--- src/rtl/iru_pkg.sv ---
// Package for the index register unit: item, state, write request and result types,
// command codes and sizing constants.
// No dependencies.
package iru_pkg;

    // Width of each wrap range in integer units
    localparam int RANGE_BITS = 10;
    // Configuration port sizing (four range registers, data as wide as a range)
    localparam int CFG_DATA_W  = RANGE_BITS;
    localparam int CFG_INDEX_W = 2;
    localparam int NUM_IDX     = 4;
    localparam int IDX_W       = 2;
    localparam int VAL_W       = 32;
    localparam int CNT_W       = 16;
    localparam int FRAC_W      = 16;

    // Command codes
    localparam logic [2:0] CMD_ADD    = 3'd0;
    localparam logic [2:0] CMD_MOVE   = 3'd1;
    localparam logic [2:0] CMD_RANGE  = 3'd2;
    localparam logic [2:0] CMD_MODULO = 3'd3;
    localparam logic [2:0] CMD_LOAD0  = 3'd4;
    localparam logic [2:0] CMD_LOAD1  = 3'd5;

    // One input item
    typedef struct packed {
        logic [2:0]       command;
        logic [IDX_W-1:0] dest_index;
        logic [IDX_W-1:0] src_index;
        logic [VAL_W-1:0] operand_value;
        logic             dec_counter0;
        logic             dec_counter1;
    } item_t;

    // Counters and status flags
    typedef struct packed {
        logic [CNT_W-1:0] cnt0;
        logic [CNT_W-1:0] cnt1;
        logic             c0_zero;
        logic             c1_zero;
        logic             mod_ge;
        logic             mod_mi;
    } state_t;

    // Index register write request
    typedef struct packed {
        logic             en;
        logic [IDX_W-1:0] addr;
        logic [VAL_W-1:0] data;
    } wr_t;

    // One result item: index value plus counters and flags after the step
    typedef struct packed {
        logic [VAL_W-1:0] index_result;
        state_t           st;
    } result_t;

endpackage

--- src/rtl/iru_ram.sv ---
// Generic register file: one write port, two registered read ports.
// No dependencies.
module iru_ram #(
    parameter int WIDTH = 32,
    parameter int DEPTH = 4
) (
    input  logic                     clk,
    input  logic                     we,
    input  logic [$clog2(DEPTH)-1:0] wr_addr,
    input  logic [WIDTH-1:0]         wr_data,
    input  logic                     rd_en,
    input  logic [$clog2(DEPTH)-1:0] rd_addr_a,
    input  logic [$clog2(DEPTH)-1:0] rd_addr_b,
    output logic [WIDTH-1:0]         rd_data_a,
    output logic [WIDTH-1:0]         rd_data_b
);

    logic [WIDTH-1:0] mem [DEPTH];
    logic [WIDTH-1:0] rd_a_reg;
    logic [WIDTH-1:0] rd_b_reg;

    // Write port
    always_ff @(posedge clk)
    begin
        if (we)
        begin
            mem[wr_addr] <= wr_data;
        end
    end

    // Registered reads, old data on a same-cycle write
    always_ff @(posedge clk)
    begin
        if (rd_en)
        begin
            rd_a_reg <= mem[rd_addr_a];
            rd_b_reg <= mem[rd_addr_b];
        end
    end

    assign rd_data_a = rd_a_reg;
    assign rd_data_b = rd_b_reg;

endmodule

--- src/rtl/iru_core.sv ---
// Execute datapath of the index register unit: one command, range wrap
// and counter decrements, all combinational.
// Depends on iru_pkg.
module iru_core
    import iru_pkg::*;
(
    input  item_t                 item,
    input  logic [VAL_W-1:0]      dst_value,
    input  logic [VAL_W-1:0]      src_value,
    input  logic [RANGE_BITS-1:0] range_value,
    input  state_t                st,
    output wr_t                   wr,
    output result_t               res
);

    localparam int CMP_W = VAL_W + 1;

    logic [CMP_W-1:0] ip_ext;
    logic [CMP_W-1:0] rng_ext;
    logic [VAL_W-1:0] rng;
    logic             ge;
    logic             mi;
    logic [VAL_W-1:0] wrapped;
    logic [CNT_W-1:0] c0_load;
    logic [CNT_W-1:0] c1_load;

    // Range check: signed integer part against the range, 33-bit compare
    always_comb
    begin
        ip_ext  = {src_value[VAL_W-1], src_value[VAL_W-1:FRAC_W], {FRAC_W{1'b0}}};
        rng_ext = {{(CMP_W-RANGE_BITS-FRAC_W){1'b0}}, range_value, {FRAC_W{1'b0}}};
        rng     = rng_ext[VAL_W-1:0];
        ge      = $signed(ip_ext) >= $signed(rng_ext);
        mi      = !ge && src_value[VAL_W-1];
        if (ge)
        begin
            wrapped = src_value - rng;
        end
        else if (mi)
        begin
            wrapped = src_value + rng;
        end
        else
        begin
            wrapped = src_value;
        end
    end

    // Command decode
    always_comb
    begin
        wr.en            = 1'b0;
        wr.addr          = item.dest_index;
        wr.data          = dst_value + item.operand_value;
        res.index_result = '0;
        res.st           = st;
        c0_load          = st.cnt0;
        c1_load          = st.cnt1;
        case (item.command)
            CMD_ADD:
            begin
                wr.en            = 1'b1;
                res.index_result = wr.data;
            end
            CMD_MOVE:
            begin
                wr.en            = 1'b1;
                wr.data          = item.operand_value;
                res.index_result = item.operand_value;
            end
            CMD_RANGE:
            begin
                res.index_result = wrapped;
                res.st.mod_ge    = ge;
                res.st.mod_mi    = mi;
            end
            CMD_MODULO:
            begin
                wr.en            = 1'b1;
                wr.data          = wrapped;
                res.index_result = wrapped;
                res.st.mod_ge    = ge;
                res.st.mod_mi    = mi;
            end
            CMD_LOAD0:
            begin
                c0_load = item.operand_value[CNT_W-1:0];
            end
            CMD_LOAD1:
            begin
                c1_load = item.operand_value[CNT_W-1:0];
            end
            default:
            begin
                wr.en = 1'b0;
            end
        endcase

        // Decrements after the command, stopping at zero
        res.st.cnt0 = c0_load;
        res.st.cnt1 = c1_load;
        if (item.dec_counter0)
        begin
            if (c0_load != '0)
            begin
                res.st.cnt0 = c0_load - CNT_W'(1);
            end
            res.st.c0_zero = (res.st.cnt0 == '0);
        end
        if (item.dec_counter1)
        begin
            if (c1_load != '0)
            begin
                res.st.cnt1 = c1_load - CNT_W'(1);
            end
            res.st.c1_zero = (res.st.cnt1 == '0);
        end
    end

endmodule

--- src/rtl/index_register_unit.sv ---
// Top level of the index register unit: input stage, register file,
// execute datapath and result register.
// Depends on iru_pkg, iru_ram and iru_core.

// Executes one index-unit command per item: four 16.16 index registers with
// programmable wrap ranges, two 16-bit loop counters and four status flags.
// Throughput is one item per clock while the output is not stalled. An
// accepted item is held in the input stage, where its register file reads
// land; it executes in the next cycle that the result register is free,
// updating the index registers, counters and flags in that same cycle, so a
// dependent item may follow immediately. The result is then registered and
// held while the output is stalled. Range registers are written on cfg_we;
// the user must do so only while the unit is idle, which is not enforced.
module index_register_unit
    import iru_pkg::*;
(
    input  logic                   clk,
    input  logic                   rst_n,
    // configuration
    input  logic                   cfg_we,
    input  logic [CFG_INDEX_W-1:0] cfg_index,
    input  logic [CFG_DATA_W-1:0]  cfg_data,
    // input channel
    input  logic                   in_valid,
    output logic                   in_stall,
    input  logic [2:0]             command,
    input  logic [IDX_W-1:0]       dest_index,
    input  logic [IDX_W-1:0]       src_index,
    input  logic signed [VAL_W-1:0] operand_value,
    input  logic                   dec_counter0,
    input  logic                   dec_counter1,
    // output channel
    output logic                   out_valid,
    input  logic                   out_stall,
    output logic signed [VAL_W-1:0] index_result,
    output logic [CNT_W-1:0]       counter0_value,
    output logic [CNT_W-1:0]       counter1_value,
    output logic                   counter0_zero,
    output logic                   counter1_zero,
    output logic                   mod_ge,
    output logic                   mod_mi
);

    logic                  in_valid_reg;
    item_t                 item_reg;
    logic                  out_valid_reg;
    result_t               out_reg;
    state_t                st_reg;
    logic [RANGE_BITS-1:0] range_reg [NUM_IDX];
    logic [NUM_IDX-1:0]    written_reg;

    // read-side qualifiers captured with the register file read
    logic                  dst_byp_reg;
    logic                  src_byp_reg;
    logic                  dst_ok_reg;
    logic                  src_ok_reg;
    logic [VAL_W-1:0]      byp_data_reg;

    item_t                 in_item;
    logic                  accept;
    logic                  exec;
    logic                  out_free;
    logic [VAL_W-1:0]      ram_dst;
    logic [VAL_W-1:0]      ram_src;
    logic [VAL_W-1:0]      dst_value;
    logic [VAL_W-1:0]      src_value;
    wr_t                   wr;
    logic                  wr_fire;
    result_t               res;

    // Handshake
    assign out_free = !out_valid_reg || !out_stall;
    assign exec     = in_valid_reg && out_free;
    assign in_stall = in_valid_reg && !exec;
    assign accept   = in_valid && !in_stall;
    assign wr_fire  = exec && wr.en;

    assign in_item.command       = command;
    assign in_item.dest_index    = dest_index;
    assign in_item.src_index     = src_index;
    assign in_item.operand_value = operand_value;
    assign in_item.dec_counter0  = dec_counter0;
    assign in_item.dec_counter1  = dec_counter1;

    // Index register file
    iru_ram #(
        .WIDTH (VAL_W),
        .DEPTH (NUM_IDX)
    ) u_regfile (
        .clk       (clk),
        .we        (wr_fire),
        .wr_addr   (wr.addr),
        .wr_data   (wr.data),
        .rd_en     (accept),
        .rd_addr_a (dest_index),
        .rd_addr_b (src_index),
        .rd_data_a (ram_dst),
        .rd_data_b (ram_src)
    );

    // Operand select: forwarded write, stored value, or reset zero
    assign dst_value = dst_byp_reg ? byp_data_reg : (dst_ok_reg ? ram_dst : '0);
    assign src_value = src_byp_reg ? byp_data_reg : (src_ok_reg ? ram_src : '0);

    iru_core u_core (
        .item        (item_reg),
        .dst_value   (dst_value),
        .src_value   (src_value),
        .range_value (range_reg[item_reg.src_index]),
        .st          (st_reg),
        .wr          (wr),
        .res         (res)
    );

    // Control state, counters, flags and ranges
    always_ff @(posedge clk or negedge rst_n)
    begin
        if (!rst_n)
        begin
            in_valid_reg  <= 1'b0;
            out_valid_reg <= 1'b0;
            st_reg        <= '0;
            written_reg   <= '0;
            for (int i = 0; i < NUM_IDX; i++)
            begin
                range_reg[i] <= '0;
            end
        end
        else
        begin
            if (accept)
            begin
                in_valid_reg <= 1'b1;
            end
            else if (exec)
            begin
                in_valid_reg <= 1'b0;
            end
            if (exec)
            begin
                out_valid_reg <= 1'b1;
                st_reg        <= res.st;
            end
            else if (!out_stall)
            begin
                out_valid_reg <= 1'b0;
            end
            if (wr_fire)
            begin
                written_reg[wr.addr] <= 1'b1;
            end
            if (cfg_we)
            begin
                range_reg[cfg_index] <= RANGE_BITS'(cfg_data);
            end
        end
    end

    // Payload: input stage, forwarding qualifiers, result register
    always_ff @(posedge clk)
    begin
        if (accept)
        begin
            item_reg     <= in_item;
            dst_byp_reg  <= wr_fire && (wr.addr == dest_index);
            src_byp_reg  <= wr_fire && (wr.addr == src_index);
            dst_ok_reg   <= written_reg[dest_index];
            src_ok_reg   <= written_reg[src_index];
            byp_data_reg <= wr.data;
        end
        if (exec)
        begin
            out_reg <= res;
        end
    end

    // Outputs
    assign out_valid      = out_valid_reg;
    assign index_result   = out_reg.index_result;
    assign counter0_value = out_reg.st.cnt0;
    assign counter1_value = out_reg.st.cnt1;
    assign counter0_zero  = out_reg.st.c0_zero;
    assign counter1_zero  = out_reg.st.c1_zero;
    assign mod_ge         = out_reg.st.mod_ge;
    assign mod_mi         = out_reg.st.mod_mi;

`ifndef SYNTHESIS
    // A range check never reports both outcomes
    a_ge_mi_excl: assert property (@(posedge clk) disable iff (!rst_n)
        !(st_reg.mod_ge && st_reg.mod_mi))
        else $error("mod_ge and mod_mi both set");

    // After a decrement, the zero flag tracks the counter
    a_c0_zero: assert property (@(posedge clk) disable iff (!rst_n)
        exec && item_reg.dec_counter0 |=> st_reg.c0_zero == (st_reg.cnt0 == '0))
        else $error("counter0 zero flag mismatch");

    // An executed item always produces a pending result
    a_exec_result: assert property (@(posedge clk) disable iff (!rst_n)
        exec |=> out_valid_reg)
        else $error("executed item lost its result");
`endif

endmodule
--- config.mk ---
export PLATFORM = sky130hd
export DESIGN_NAME = index_register_unit
export DESIGN_NICKNAME = d
export VERILOG_FILES = /design/src/rtl/iru_pkg.sv /design/src/rtl/iru_ram.sv /design/src/rtl/iru_core.sv /design/src/rtl/index_register_unit.sv
export SDC_FILE = /design/constraint.sdc
export NUM_CORES = 1
export LEC_CHECK = 0
export ABC_CLOCK_PERIOD_IN_PS = 5700
export BUFFER_PORTS_ARGS = -buffer_cell sky130_fd_sc_hd__buf_4
export CAP_MARGIN = 20
export CORE_MARGIN = 10
export CORE_UTILIZATION = 40
export CTS_BUF_LIST = sky130_fd_sc_hd__clkbuf_4
export DETAILED_ROUTE_END_ITERATION = 8
export PLACE_DENSITY = 0.56
export RECOVER_POWER = 25
export SKIP_CTS_REPAIR_TIMING = 1
export SYNTH_ARGS = -nofsm -noshare
export SYNTH_HDL_FRONTEND = slang
export SYNTH_HIERARCHICAL = 1
export SYNTH_SLANG_ARGS = --single-unit
--- constraint.sdc ---
create_clock -name clk -period 5.7 [get_ports clk]
set_clock_uncertainty 0.2 [all_clocks]
set_input_delay 1.14 -clock clk [delete_from_list [all_inputs] [get_ports clk]]
set_output_delay 1.14 -clock clk [all_outputs]
set_load 0.005 [all_outputs]
==> flow_summary.yaml <==
hold_path:
  holdCritStartpoint: "operand_value[25]"
  hold_path_class: "primary input to flop"
clock_network:
  clock_latency_ps: 860
  path_clk_slew_ps: 70
  htree_levels: 3
  numCtsBuffers: 109
  cts_sinks: 419
  clockBufferDepth: 3
  tritoncts: "built"
  root_buffer: "clkbuf_4"
final_layout:
  synthToLayoutAreaGrowth_pct: 13.48
  fillers: 4977
  multi_input_area_sq_um: 9255
  final_cell_mix: "edfxtp_1, clkbuf_4, buf_4, nand2_1, dfrtp_1"
  mostFrequentLayoutCell: "edfxtp_1"
  layout-drive-gt1-share_pct: 28.23
  regArea_sq_um: 12170
  finalNetCount: 1914
  final_cells: 2637
  largest_reg_flops: 128
  fin_area_sq_um: 25170
timing:
  holdWs_ps: 274.3
  worstMarginPinSlew_ps: 3625
  rsz0062_at_grt: "false"
  period_share_pct: 84.89
  relSlewSlack_pct: -141.7
  fin_setup_tns_ps: 0
  fin_crit_ps: 4839
  timing.final.hold_violations: 0
  setup_violations: 0
  fmax_mhz: 206.7
  finalMaxSlewViolations: 222
drt:
  drtAntennaViolNets: 0
  wl_per_cell_um: 23.28
  detail_route.first_pass.iterations: 8
  drtIter0Drc: 1168
  drt_wl_total_um: 61390
  vias: 14800
  via_per_inst: 5.614
  route.detailed.drc: 0
worst_setup_path:
  path_class: "flop to flop"
  cp-end-kind: "flop"
  max_stage_delay_ps: 750
  path_delay_family: "compound AO/OA/AOI/OAI gates"
  worstPathArrival_ps: 5220
  critPathLaunch: "item_reg[34]$_DFFE_PP_"
  critical_path.slowest_cell: "edfxtp_1"
  crit_path_cell_trace: "mux4_2 -> inv_1 -> ha_1 -> a21o_1 -> a21oi_2 -> o221ai_2 -> o21ai_2 -> and3_1 -> mux2i_1 -> o21ai_0 -> o211ai_1 -> o21ai_0"
  crit_fanout: 15
  reg2reg_from: "item_reg[34]$_DFFE_PP_"
  path_buf_inv: 1
  startpoint_type: "flop"
  crit_top_cell: "o21ai_0"
  required_ps: 6080
floorplan:
  initial_core_util_pct: 40.33
  die_area_sq_um: 65260
  ios: 128
  core-area_sq_um: 54990
  die_y_um: 255.5
  chipWidth_um: 255.5
  rows: 86
power:
  p_leak_nw: 9.494
  ir_drop_v: 0.0001355
  p_per_area_nw_per_um2: 377.9
placement:
  dp_hpwl_um: 41180
  io_buffers: 127
  dp.cells: 2435
  place_congestion: 0.8550
  place_area_sq_um: 23760
logic_synthesis:
  synth_area_leaders: "edfxtp_1, dfrtp_1, mux4_2"
  ys_types: 100
  synth_edf_count: 337
  synth.top_cell.area_share_pct: 45.63
  synth_cells: 1625
  synth_top_area_cell: "edfxtp_1"
  ys_ff_latch: 419
  syn_avg_cell_area_sq_um: 13.65
  synth_ff_type: "edfxtp_1"
  synthesis.area_sq_um: 22180
  yosysWarnings: 6
  synth_fp_nets: 1741
  synth-async-reset-ratio_pct: 19.57
  ys_seq_area_share_pct: 54.88
outcome:
  violations: "max-capacitance violations, max-slew violations"
  status: "complete, but fails checks"
global_routing:
  overflow: 0
  grt_use_total_pct: 18.45
  grt_max_degree: 81
  antenna_found_initial: 2
  grt_pass1_wl_um: 92980
  grt_pass1_vias: 14940
run:
  maxCapViolations: 6
[per-layer routing]
layer	vias to the layer above	track usage (%)	wire [um]
li1	6746	-	-
met1	7405	25.40	27450
met2	560	28.13	28000
met3	90	4.386	4587
met4	2	6.315	1336
met5	-	0	10
[kinds of logic (layout without fill, tap and decap cells)]
group	count (synthesis)	in the layout	synth area share, %
AO/OA/AOI/OAI	356	356	11.48
XOR/XNOR	86	86	3.396
adder cells (fa/ha/maj)	58	58	3.374
buffers and inverters	134	397	3.368
flip-flops	419	419	54.88
multiplexers	222	222	15.13
other	0	1	0
AND/OR/NAND/NOR	350	350	8.367
[synth_stat cells (11+ instances only)]
| cell | count |
|---|---|
| mux2i_1 | 58 |
| a211oi_1 | 17 |
| nand3_1 | 19 |
| and3_1 | 12 |
| dfrtp_1 | 82 |
| mux4_2 | 72 |
| ha_1 | 55 |
| a21oi_1 | 75 |
| inv_1 | 36 |
| a21o_1 | 22 |
| clkbuf_1 | 39 |
| nor4_1 | 13 |
| edfxtp_1 | 337 |
| mux2_2 | 78 |
| xor2_1 | 32 |
| nand2_1 | 96 |
| a22o_1 | 62 |
| nand2b_1 | 13 |
| o21ai_0 | 70 |
| xnor2_1 | 54 |
| buf_4 | 11 |
| buf_2 | 29 |
| nor2b_1 | 14 |
| nor2_1 | 81 |
| nor3_1 | 31 |
[metrics by stage]
| step | utilization (%) | total power [mW] | setup WS [ps] |
|---|---|---|---|
| floorplan | - | 5.991 | 383.0 |
| global placement | 43.21 | 6.774 | 1040 |
| detailed placement | 43.21 | 6.820 | 940.6 |
| CTS | 45.89 | 9.611 | 901.6 |
| global route | 45.77 | 10.08 | 581.9 |
| finish | 45.77 | 9.510 | 861.2 |
[worst paths after layout]
path	endpoint	slack, ps	cells past startpoint
hold reg to reg	out_valid$_DFFE_PN0P_	280	1
min in group asynchronous	written_reg[3]$_DFFE_PN0P_	750	1
hold / removal	item_reg[27]$_DFFE_PP_	270	1
setup / recovery	byp_data_reg[18]$_DFFE_PP_	860	12
max in group asynchronous	range_reg[7]$_DFFE_PN0P_	2250	2
setup reg to reg	byp_data_reg[18]$_DFFE_PP_	860	12
[final cells by class]
cell class	count	area share, %
Clock buffer	168	5.011
Timing Repair Buffer	159	4.738
Sequential cell	419	48.36
Tap cell	748	3.719
Inverter	37	0.5518
Antenna cell	1	0.009943
Clock inverter	33	0.8352
Multi-Input combinational cell	1072	36.77
[report_power, final]
group          internal [mW]  switching, mW  total [mW]
Combinational           1.13           1.47        2.61
Sequential              3.88          0.298        4.18
Clock                   1.47           1.25        2.72
Power figures use the tool's default switching activity.
